==> config.mk <==
export PLATFORM = sky130hd
export DESIGN_NAME = mctp_packet_validator_core_flat
export DESIGN_NICKNAME = d
export VERILOG_FILES = /design/src/hw/rtl/mpv_pkg.sv /design/src/hw/rtl/mpv_chan_if.sv /design/src/hw/rtl/mpv_cfg_regs.sv /design/src/hw/rtl/mpv_check.sv /design/src/hw/rtl/mctp_packet_validator_core.sv /design/src/flat_wrapper.sv
export SDC_FILE = /design/constraint.sdc
export NUM_CORES = 1
export LEC_CHECK = 0
export BUFFER_PORTS_ARGS = -buffer_cell sky130_fd_sc_hd__buf_2
export CELL_PAD_IN_SITES_DETAIL_PLACEMENT = 1
export CELL_PAD_IN_SITES_GLOBAL_PLACEMENT = 2
export CORE_MARGIN = 10
export CORE_UTILIZATION = 36
export DETAILED_ROUTE_END_ITERATION = 16
export PLACE_DENSITY_LB_ADDON = 0.25
export SLEW_MARGIN = 20
export SYNTH_ARGS = -nofsm -noshare
export SYNTH_HDL_FRONTEND = slang
export SYNTH_SLANG_ARGS = --single-unit
==> constraint.sdc <==
create_clock -name clk -period 3.65 [get_ports clk]
set_input_delay 0.365 -clock clk [delete_from_list [all_inputs] [get_ports clk]]
set_output_delay 0.365 -clock clk [all_outputs]
set_load 0.02 [all_outputs]
==> src/hw/rtl/mpv_pkg.sv <==
// mpv_pkg: shared types and constants of the mctp packet validator
// beat payloads, stored message state, register block and code values
// no dependencies
package mpv_pkg;

  localparam int CFG_IDX_W  = 3;
  localparam int CFG_DATA_W = 32;
  localparam int MAX_EID_SLOTS = 4;

  // register indexes
  localparam logic [CFG_IDX_W-1:0] REG_OWN_EID_0          = 3'd0;
  localparam logic [CFG_IDX_W-1:0] REG_OWN_EID_1          = 3'd1;
  localparam logic [CFG_IDX_W-1:0] REG_OWN_EID_2          = 3'd2;
  localparam logic [CFG_IDX_W-1:0] REG_OWN_EID_3          = 3'd3;
  localparam logic [CFG_IDX_W-1:0] REG_EXPECTED_PCI_VENDOR = 3'd4;
  localparam logic [CFG_IDX_W-1:0] REG_IANA_BIG_ENDIAN    = 3'd5;
  localparam logic [CFG_IDX_W-1:0] REG_IANA_LITTLE_ENDIAN = 3'd6;

  // message types
  localparam logic [6:0] KIND_CONTROL = 7'd0;
  localparam logic [6:0] KIND_PLDM    = 7'd1;
  localparam logic [6:0] KIND_SPDM    = 7'd5;
  localparam logic [6:0] KIND_PCI     = 7'd126;
  localparam logic [6:0] KIND_IANA    = 7'd127;

  localparam logic [3:0] HDR_VERSION_OK = 4'h1;
  localparam logic [7:0] EID_NULL       = 8'd0;
  localparam logic [7:0] EID_BROADCAST  = 8'd255;
  localparam logic [1:0] SEQ_ZERO       = 2'd0;

  localparam logic [1:0] CLASS_REQUEST  = 2'd0;
  localparam logic [1:0] CLASS_RESPONSE = 2'd1;

  localparam logic CMD_VALIDATE = 1'b0;
  localparam logic CMD_CLEAR    = 1'b1;

  // result codes
  localparam logic [3:0] ERR_OK         = 4'd0;
  localparam logic [3:0] ERR_VERSION    = 4'd1;
  localparam logic [3:0] ERR_INTERFACE  = 4'd2;
  localparam logic [3:0] ERR_EID        = 4'd3;
  localparam logic [3:0] ERR_CLASS      = 4'd4;
  localparam logic [3:0] ERR_VENDOR     = 4'd5;
  localparam logic [3:0] ERR_VENDOR_SEQ = 4'd6;
  localparam logic [3:0] ERR_TAG        = 4'd7;
  localparam logic [3:0] ERR_SEQUENCE   = 4'd8;

  typedef struct packed {
    logic        command;
    logic [3:0]  hdr_version;
    logic [2:0]  interface_id;
    logic [7:0]  dst_eid;
    logic [6:0]  message_kind;
    logic        start_flag;
    logic        end_flag;
    logic [2:0]  tag;
    logic [1:0]  sequence_req;
    logic [1:0]  packet_class;
    logic [15:0] pci_vendor;
    logic [31:0] iana_number;
  } in_item_t;

  typedef struct packed {
    logic       accepted;
    logic [3:0] error_code;
    logic [6:0] active_kind;
  } out_item_t;

  typedef struct packed {
    logic [1:0] expected_sequence;
    logic [2:0] active_tag;
    logic [7:0] active_eid;
    logic [6:0] active_type;
  } state_t;

  typedef struct packed {
    logic [15:0] expected_pci_vendor;
    logic [31:0] iana_big_endian;
    logic [31:0] iana_little_endian;
  } cfg_t;

endpackage

==> src/hw/rtl/mpv_chan_if.sv <==
// mpv_chan_if: valid/ready channel carrying one beat of a given payload type
// used for both the header and the result channel; no dependencies
interface mpv_chan_if #(
  parameter type payload_t = logic
) ();
  logic     valid;
  logic     ready;
  payload_t payload;

  modport source (output valid, output payload, input ready);
  modport sink   (input valid, input payload, output ready);
endinterface

==> src/hw/rtl/mpv_cfg_regs.sv <==
// mpv_cfg_regs: register block of the validator (own eids, vendor ids)
// depends on mpv_pkg
module mpv_cfg_regs #(
  parameter int OWN_EID_SLOTS = 4
) (
  input  logic                          clk,
  input  logic                          rst_n,
  input  logic                          cfg_we,
  input  logic [mpv_pkg::CFG_IDX_W-1:0]  cfg_index,
  input  logic [mpv_pkg::CFG_DATA_W-1:0] cfg_data,
  output logic [7:0]                    own_eid [OWN_EID_SLOTS],
  output mpv_pkg::cfg_t                 cfg
);
  import mpv_pkg::*;

  logic [7:0] own_eid_r [OWN_EID_SLOTS];
  cfg_t       cfg_r;

  always_ff @(posedge clk) begin
    if (!rst_n) begin
      for (int i = 0; i < OWN_EID_SLOTS; i++) begin
        own_eid_r[i] <= '0;
      end
      cfg_r <= '0;
    end else if (cfg_we) begin
      // own eid slots sit at the lowest indexes
      for (int i = 0; i < OWN_EID_SLOTS; i++) begin
        if (cfg_index == CFG_IDX_W'(i)) begin
          own_eid_r[i] <= cfg_data[7:0];
        end
      end
      case (cfg_index)
        REG_EXPECTED_PCI_VENDOR: cfg_r.expected_pci_vendor <= cfg_data[15:0];
        REG_IANA_BIG_ENDIAN:     cfg_r.iana_big_endian     <= cfg_data;
        REG_IANA_LITTLE_ENDIAN:  cfg_r.iana_little_endian  <= cfg_data;
        default: begin
        end
      endcase
    end
  end

  assign own_eid = own_eid_r;
  assign cfg     = cfg_r;

endmodule

==> src/hw/rtl/mpv_check.sv <==
// mpv_check: header checks and message state update for one beat
// purely combinational; depends on mpv_pkg
module mpv_check #(
  parameter int INTERFACE_COUNT = 4,
  parameter int OWN_EID_SLOTS   = 4
) (
  input  mpv_pkg::in_item_t  item,
  input  mpv_pkg::state_t    st,
  input  mpv_pkg::cfg_t      cfg,
  input  logic [7:0]         own_eid [OWN_EID_SLOTS],
  output mpv_pkg::state_t    st_nxt,
  output mpv_pkg::out_item_t res
);
  import mpv_pkg::*;

  logic       eok;
  logic       cls_ok;
  logic       ifc_ok;
  logic       iana_match;
  logic       som_only;
  logic [1:0] seq_inc;
  logic [3:0] err;

  always_comb begin
    eok = (item.dst_eid == EID_NULL) || (item.dst_eid == EID_BROADCAST);
    for (int i = 0; i < OWN_EID_SLOTS; i++) begin
      if (own_eid[i] == item.dst_eid) begin
        eok = 1'b1;
      end
    end
  end

  assign cls_ok     = item.packet_class inside {CLASS_REQUEST, CLASS_RESPONSE};
  assign ifc_ok     = 4'(item.interface_id) < 4'(INTERFACE_COUNT);
  assign iana_match = (item.iana_number == cfg.iana_big_endian) ||
                      (item.iana_number == cfg.iana_little_endian);
  assign som_only   = item.start_flag && !item.end_flag;
  assign seq_inc    = st.expected_sequence + 2'd1;

  always_comb begin
    st_nxt = st;
    err    = ERR_OK;
    if (item.command == CMD_CLEAR) begin
      st_nxt = '0;
    end else if (item.hdr_version != HDR_VERSION_OK) begin
      err = ERR_VERSION;
    end else if (!ifc_ok) begin
      err = ERR_INTERFACE;
    end else if (item.message_kind == KIND_CONTROL && item.start_flag && item.end_flag) begin
      if (!eok) begin
        err = ERR_EID;
      end else if (!cls_ok) begin
        err = ERR_CLASS;
      end else begin
        st_nxt.active_type = KIND_CONTROL;
      end
    end else if ((item.message_kind inside {KIND_PLDM, KIND_SPDM}) && item.start_flag) begin
      if (!eok) begin
        err = ERR_EID;
      end else begin
        st_nxt.active_type       = item.message_kind;
        st_nxt.active_tag        = item.tag;
        st_nxt.expected_sequence = item.sequence_req;
        st_nxt.active_eid        = item.dst_eid;
      end
    end else if (item.message_kind == KIND_PCI && item.start_flag) begin
      if (!eok) begin
        err = ERR_EID;
      end else if (item.pci_vendor != cfg.expected_pci_vendor) begin
        err = ERR_VENDOR;
      end
    end else if (item.message_kind == KIND_IANA && iana_match) begin
      if (!eok) begin
        err = ERR_EID;
      end else if (item.sequence_req != SEQ_ZERO) begin
        err = ERR_VENDOR_SEQ;
      end else if (!cls_ok) begin
        err = ERR_CLASS;
      end else begin
        st_nxt.active_type = KIND_IANA;
        if (som_only) begin
          st_nxt.active_tag        = item.tag;
          st_nxt.expected_sequence = item.sequence_req;
          st_nxt.active_eid        = item.dst_eid;
        end
      end
    end else begin
      // continuation of the stored message
      if (!eok || st.active_eid != item.dst_eid) begin
        err = ERR_EID;
      end else if (som_only) begin
        st_nxt.expected_sequence = item.sequence_req;
      end else if (item.tag != st.active_tag) begin
        err = ERR_TAG;
      end else begin
        // sequence advances even when the packet's number is wrong
        st_nxt.expected_sequence = seq_inc;
        if (item.sequence_req != seq_inc) begin
          err = ERR_SEQUENCE;
        end
      end
    end
  end

  assign res.accepted    = (err == ERR_OK);
  assign res.error_code  = err;
  assign res.active_kind = st_nxt.active_type;

endmodule

==> src/hw/rtl/mctp_packet_validator_core.sv <==
// mctp_packet_validator_core: top level of the mctp packet header validator
// depends on mpv_pkg, mpv_chan_if, mpv_cfg_regs and mpv_check
//
// Takes one header beat per cycle and returns one result beat for each, in
// order: accepted, a reason code and the message type now in progress. A beat
// lands in an input register, is checked by one stage of compares against the
// stored message state and the registers, and its result waits in an output
// register; the result is offered from there once the input beat has moved on and
// can leave at the following edge. The stored state is updated as a beat moves
// into the output register, so the next beat is checked against it in the
// following cycle. Throughput is one beat per cycle while the result side takes
// beats; if it stalls, the input register holds one more beat and then
// in_chan.ready drops. The user must write the registers through cfg_we/cfg_index/cfg_data
// only while no beat is in flight; the block itself does not enforce this.
module mctp_packet_validator_core #(
  parameter int INTERFACE_COUNT = 4,
  parameter int OWN_EID_SLOTS   = 4
) (
  input  logic                           clk,
  input  logic                           rst_n,
  mpv_chan_if.sink                       in_chan,
  mpv_chan_if.source                     out_chan,
  input  logic                           cfg_we,
  input  logic [mpv_pkg::CFG_IDX_W-1:0]  cfg_index,
  input  logic [mpv_pkg::CFG_DATA_W-1:0] cfg_data
);
  import mpv_pkg::*;

  logic [7:0] own_eid [OWN_EID_SLOTS];
  cfg_t       cfg;

  in_item_t  in_item_r;
  logic      in_vld_r;
  out_item_t out_item_r;
  out_item_t out_item_nxt;
  logic      out_vld_r;
  state_t    st_r;
  state_t    st_nxt;
  logic      advance;

  mpv_cfg_regs #(
    .OWN_EID_SLOTS (OWN_EID_SLOTS)
  ) u_cfg_regs (
    .clk       (clk),
    .rst_n     (rst_n),
    .cfg_we    (cfg_we),
    .cfg_index (cfg_index),
    .cfg_data  (cfg_data),
    .own_eid   (own_eid),
    .cfg       (cfg)
  );

  mpv_check #(
    .INTERFACE_COUNT (INTERFACE_COUNT),
    .OWN_EID_SLOTS   (OWN_EID_SLOTS)
  ) u_check (
    .item    (in_item_r),
    .st      (st_r),
    .cfg     (cfg),
    .own_eid (own_eid),
    .st_nxt  (st_nxt),
    .res     (out_item_nxt)
  );

  // a beat moves on when the output register is empty or being drained
  assign advance       = in_vld_r && (!out_vld_r || out_chan.ready);
  assign in_chan.ready = !in_vld_r || advance;

  always_ff @(posedge clk) begin
    if (!rst_n) begin
      in_vld_r  <= 1'b0;
      out_vld_r <= 1'b0;
      st_r      <= '0;
    end else begin
      if (in_chan.ready) begin
        in_vld_r <= in_chan.valid;
      end
      if (advance) begin
        out_vld_r <= 1'b1;
        st_r      <= st_nxt;
      end else if (out_chan.ready) begin
        out_vld_r <= 1'b0;
      end
    end
  end

  always_ff @(posedge clk) begin
    if (in_chan.ready && in_chan.valid) begin
      in_item_r <= in_chan.payload;
    end
    if (advance) begin
      out_item_r <= out_item_nxt;
    end
  end

  assign out_chan.valid   = out_vld_r;
  assign out_chan.payload = out_item_r;

endmodule

==> src/flat_wrapper.sv <==
// flat-port wrapper written by rule: the top's interface ports become plain ports
module mctp_packet_validator_core_flat import mpv_pkg::*;
#(
  parameter int INTERFACE_COUNT = 4,
  parameter int OWN_EID_SLOTS   = 4
)
  (clk, rst_n, cfg_we, cfg_index, cfg_data, in_chan_valid, in_chan_payload, in_chan_ready, out_chan_valid, out_chan_payload, out_chan_ready);
  mpv_chan_if #(.payload_t(in_item_t)) in_chan_i ();
  mpv_chan_if #(.payload_t(out_item_t)) out_chan_i ();
  input  logic clk;
  input  logic rst_n;
  input  logic cfg_we;
  input  logic [mpv_pkg::CFG_IDX_W-1:0] cfg_index;
  input  logic [mpv_pkg::CFG_DATA_W-1:0] cfg_data;
  input wire logic [$bits(in_chan_i.valid)-1:0] in_chan_valid;
  input wire logic [$bits(in_chan_i.payload)-1:0] in_chan_payload;
  output wire logic [$bits(in_chan_i.ready)-1:0] in_chan_ready;
  output wire logic [$bits(out_chan_i.valid)-1:0] out_chan_valid;
  output wire logic [$bits(out_chan_i.payload)-1:0] out_chan_payload;
  input wire logic [$bits(out_chan_i.ready)-1:0] out_chan_ready;
  assign in_chan_i.valid = in_chan_valid;
  assign in_chan_i.payload = in_chan_payload;
  assign in_chan_ready = in_chan_i.ready;
  assign out_chan_valid = out_chan_i.valid;
  assign out_chan_payload = out_chan_i.payload;
  assign out_chan_i.ready = out_chan_ready;
  mctp_packet_validator_core #(.INTERFACE_COUNT(INTERFACE_COUNT), .OWN_EID_SLOTS(OWN_EID_SLOTS)) u_core (.clk(clk), .rst_n(rst_n), .in_chan(in_chan_i), .out_chan(out_chan_i), .cfg_we(cfg_we), .cfg_index(cfg_index), .cfg_data(cfg_data));
endmodule
# Word level (Yosys, flattened, before mapping)
# Index checks and enable logic that the tools add are counted.
[classes] n_mux=43 n_lt_le_gt_ge=1 eq_ne=34 n_reduce_logical=39 n_addsub=1
[ops] operator="two-way mux 20 bit" count=9
[ops] operator="equality test 32 bit" count=2
[ops] operator="two-way mux 4 bit" count=11
[ops] operator="equality test 8 bit" count=4
[ops] operator="two-way mux 13 bit" count=2
[ops] operator="inequality test 4 x 3 -> 1 bit (second input constant)" count=6
[ops] operator="two-way mux 7 bit" count=3
[ops] operator="two-way mux 18 bit" count=1
[ops] operator="two-way mux 3 bit" count=6
[ops] operator="inequality test 16 bit" count=1
[ops] operator="equality test 7 bit (second input constant)" count=2
[ops] operator="AND reduction 2 bit" count=7
[ops] operator="AND reduction 12 bit" count=1
[ops] operator="AND reduction 11 bit" count=1
[ops] operator="two-way mux 2 bit" count=5
[ops] operator="nonzero test 2 bit" count=5
[ops] operator="equality test 3 bit (second input constant)" count=3
[ops] operator="inequality test 3 x 2 -> 1 bit (second input constant)" count=3
[ops] operator="nonzero test 3 bit" count=3
[ops] operator="equality test 8 bit (second input constant)" count=1
[ops] operator="logical AND 1 bit" count=8
[ops] operator="logical NOT 8 bit" count=1
[ops] operator="inequality test 8 bit" count=1
[ops] operator="equality test 7 x 1 -> 1 bit (second input constant)" count=1
[ops] operator="other kinds (17)" count=31
[totals] word_cells=146 register_bits=226 in_bits=120

# Longest topological paths before layout
[depth] depth_word=17 ltp_mapped=10

# Modules after synthesis
# A second synthesis with hierarchy kept.
[hier_totals] cells_unflattened=912 hier_area_um2=10044.6
[by_module_without_submodules] module="mpv_cfg_regs" area_per_inst_um2=4103.9 instances=1 cells_per_inst=403
[by_module_without_submodules] module="mctp_packet_validator_core" area_per_inst_um2=3652.3 instances=1 cells_per_inst=189
[by_module_without_submodules] module="mpv_check" area_per_inst_um2=2288.4 instances=1 cells_per_inst=320

# Worst setup path before layout
# OpenSTA, ideal clock, no wires.
[synth_path] kind="reg2reg" startpoint="reg u_core.out_vld_r, in the netlist u_core.out_chan.valid" endpoint="reg u_core.in_item_r[0] (netlist bit) (enable)" n_path_buf=0 stages_incl_launch_ff=4 arrival_ns=2.567 setup_slack_ns=0.640 period_less_slack_ns=3.010 required_time_ns=3.206 cell_sequence="dfxtp_1 -> nor2b_1 -> nand2_1 -> and2_1"
[synth_between] elab_chain_len=5
[synth_rtl] element="start: declaration" line_no="mctp_packet_validator_core.sv:36" rtl="logic out_vld_r;"
[synth_rtl] element="start signal: assignment" line_no="mctp_packet_validator_core.sv:72" rtl="out_vld_r <= 1'b0;"
[synth_rtl] element="start signal: assignment" line_no="mctp_packet_validator_core.sv:79" rtl="out_vld_r <= 1'b1;"
[synth_rtl] element="start signal: assignment" line_no="mctp_packet_validator_core.sv:82" rtl="out_vld_r <= 1'b0;"
[synth_rtl] element="logical NOT 1 bit" line_no="mctp_packet_validator_core.sv:66" rtl="assign advance = in_vld_r && (!out_vld_r || out_chan.ready);"
[synth_rtl] element="logical OR 1 bit" line_no="mctp_packet_validator_core.sv:66"
[synth_rtl] element="logical AND 1 bit" line_no="mctp_packet_validator_core.sv:66"
[synth_rtl] element="logical OR 1 bit" line_no="mctp_packet_validator_core.sv:67" rtl="assign in_chan.ready = !in_vld_r || advance;"
[synth_rtl] element="via in_chan_ready" line_no="flat_wrapper.sv:17" rtl="output wire logic [$bits(in_chan_i.ready)-1:0] in_chan_ready;"
[synth_rtl] element="logical AND 1 bit" line_no="mctp_packet_validator_core.sv:88" rtl="if (in_chan.ready && in_chan.valid) begin"
[synth_rtl] element="end signal: assignment" line_no="mctp_packet_validator_core.sv:89" rtl="in_item_r <= in_chan.payload;"
[synth_rtl] element="end: declaration" line_no="mctp_packet_validator_core.sv:32" rtl="in_item_t in_item_r;"
# The timed path passes the listed nets, and every way through them passes these cells.
# A chain may end at the register's enable or synchronous reset.

==> reports/results.ini <==
[place]
port_buffers = 130
dpl.cell_count = 1367
place_congestion = 0.812
dp_hpwl_um = 18700

[floorplan]
die-height_um = 182
die_x_um = 182
io_pins = 134
design.die.area_um2 = 33100
coreArea_um2 = 25900
rows = 59
start_util_pct = 36.4

[global_route]
grt_usage_pct = 16.4
grt_pass1_vias = 7893
grt_first_pass_wirelength_um = 44000
grt.overflow.total = 0
grt_max_degree = 74
antenna_found_initial = 1

[synth]
synth_area_leaders = dfxtp_1, edfxtp_1, nand2_1, xor2_1, a21oi_1
ys_seq_area_share_pct = 56.7
synth_warnings = 0
syn-num-nets = 1059
synth_edf_count = 89
syn_inst = 939
ys_types = 51
ys_ff_latch = 223
synth_top_area_cell = dfxtp_1
syn_area_um2 = 9440
synth_top_flop_cell = dfxtp_1
async_reset_ff_share_pct = 0
synth_area_per_cell_um2 = 10.1
synth_top_area_share_pct = 28.4

[clock_tree]
cts_sinks = 223
cts_buffer_depth = 3
cts_tree = yes
clockRootBuffer = clkbuf_16
clock_latency_ns = 0.53
htree_num_levels = 1
cts_buffers = 26
clkTransAtPathRegs_ns = 0.06
ctsResizeCount = 0

[routing]
dr.pass1.iters = 4
wl_um = 27600
first_iter_violations = 308
viasPerCell = 4.89
vias = 7175
remaining_drc_errors = 0
ant_nets = 0
wl_per_cell_um = 18.8

[sta]
tightest_slew_ns = 0.888
maxSlewHeadroom_pct = 40.3
clock.fmax_mhz = 340
layout_min_cycle_time_ns = 2.94
final-hold-violation-count = 0
slew_viol_final = 0
fin_worst_skew_ns = 0.0101
setup_tns_ns = 0
finalSetupViolCount = 0
fin_crit_sh_pct = 80.6
rsz0062_at_grt = false

[final_layout]
most-common-layout-cells = nand2_1, dfxtp_1, buf_2
drive_gt1_share_pct = 17.6
final_nets = 1232
mostFrequentLayoutCell = nand2_1
synthToLayoutAreaGrowth_pct = 25.1
nFillCells = 2905
final_cells = 1468

[pwr]
seq_power_share_pct = 47.4
clockPowerShare_pct = 45.9
swShare_pct = 23.0
comb_power_share_pct = 6.7
power.density_nw_per_um2 = 493
p_sw_w = 0.00134
ir_worst_vdd_mv = 0.385
p_leak_nw = 4.48
p_int_w = 0.00448

[critical_path]
required_ns = 3.95
start_kind = register
critPathCaptureType = register
critical_path_arrival_ns = 3.25
cp_max_fo = 9
critical_path_class = reg2reg

[flow_run]
drv_cap = 0

[status]
status = finished, final reports clean

[hold_path]
min_path_type = in2reg

worst paths after layout:
path	from	endpoint	slack (ns)	depth (start not counted)
hold reg to reg	u_core.u_cfg_regs.cfg[20]	u_core.u_cfg_regs.cfg[20]	0.47	2
setup reg to reg	u_core.in_item_r[25]	u_core.out_chan.payload[11]	0.71	9
hold / removal	in_chan_payload[77]	u_core.in_item_r[77]	0.01	1
setup / recovery	u_core.in_item_r[25]	u_core.out_chan.payload[11]	0.71	9
cell type report:
class | instances | area [µm²] | area share, %
antenna | 1 | 2.50 | 0.0212
timing repair buffer | 188 | 1220 | 10.3
clock inverter | 18 | 193 | 1.63
clock buffer | 30 | 687 | 5.82
multi-input combinational | 665 | 3910 | 33.1
sequential | 223 | 5360 | 45.3
inverter | 8 | 30.0 | 0.254
tap | 335 | 419 | 3.55
critical path: stages (launching register included):
cell,delay (ns)
edfxtp_1,0.42
xor2_1,0.18
nor4_1,0.51
nand4_1,0.18
o22ai_2,0.32
and3_1,0.29
buf_4,0.19
o211ai_1,0.11
and3_1,0.21
nor4_1,0.32
registers in the layout, indices dropped and copies added (netlist names):
signal,flops
u_core.out_chan.payload,12
u_core.out_chan.valid,1
u_core.u_cfg_regs.cfg,80
u_core.st_r,20
u_core.u_cfg_regs.own_eid,32
u_core.in_vld_r,1
u_core.in_item_r,77
cells by family after synthesis:
logic type	after synthesis	share of synthesized area, %
AND/OR/NAND/NOR	367	17.3
flip-flops	223	56.7
AO/OA/AOI/OAI	173	12.1
XOR/XNOR	125	11.6
buffers and inverters	51	2.32
per-layer routing:
layer	track usage [%]	share of wire [%]	vias to the layer above	wire length (µm)
met4	4.17	2.3	0	637
met3	3.04	4.1	37	1140
met1	19.7	44	3432	12100
met5	0	0	-	0
li1	-	-	3583	-
met2	29.2	50	123	13800
metrics by stage:
stage	util (%)	setup slack [ns]	hold WS, ns	cell area [µm²]	total power (W)
2_1_floorplan	-	0.640	0.426	9440	0.00298
3_3_place_gp	40.1	0.745	0.442	10400	0.00315
3_5_place_dp	40.1	0.711	0.448	10400	0.00316
4_1_cts	45.5	0.674	0.000437	11800	0.00590
5_1_grt	45.6	0.429	0.000874	11800	0.00604
6_report	45.6	0.707	0.0137	11800	0.00582
synth_stat cells, drive strengths merged (2+ instances only):
master and count:
nand2 255, dfxtp 134, xor2 107, edfxtp 89, a21oi 86, a21boi 41
nor4 30, clkbuf 28, xnor2 18, nor2 17, buf 15, nand4 12
a22o 11, nor2b 10, nand3 9, nor3 9, inv 7, o21ai 7
a21o 5, and2 5, and3 5, nand2b 5, o21a 4, a31oi 3
o211ai 3, or4 3, nand3b 2, nor3b 2, or4b 2
repair_timing:
item | in CTS | in global routing
buffers inserted | 0 | 0
endpoints found under the hold margin | 51 | 1
hold buffers | 51 | 1
power by group through the flow:
stage / logic [W] / clock network, W / registers, W
after global routing: 0.000434 / 0.00284 / 0.00277
final: 0.000388 / 0.00267 / 0.00276
after detailed placement: 0.000347 / 0 / 0.00281
after CTS: 0.000393 / 0.00274 / 0.00276
after floorplan: 0.000191 / 0 / 0.00279
after global placement: 0.000343 / 0 / 0.00281
Power figures use the tool's default switching activity.
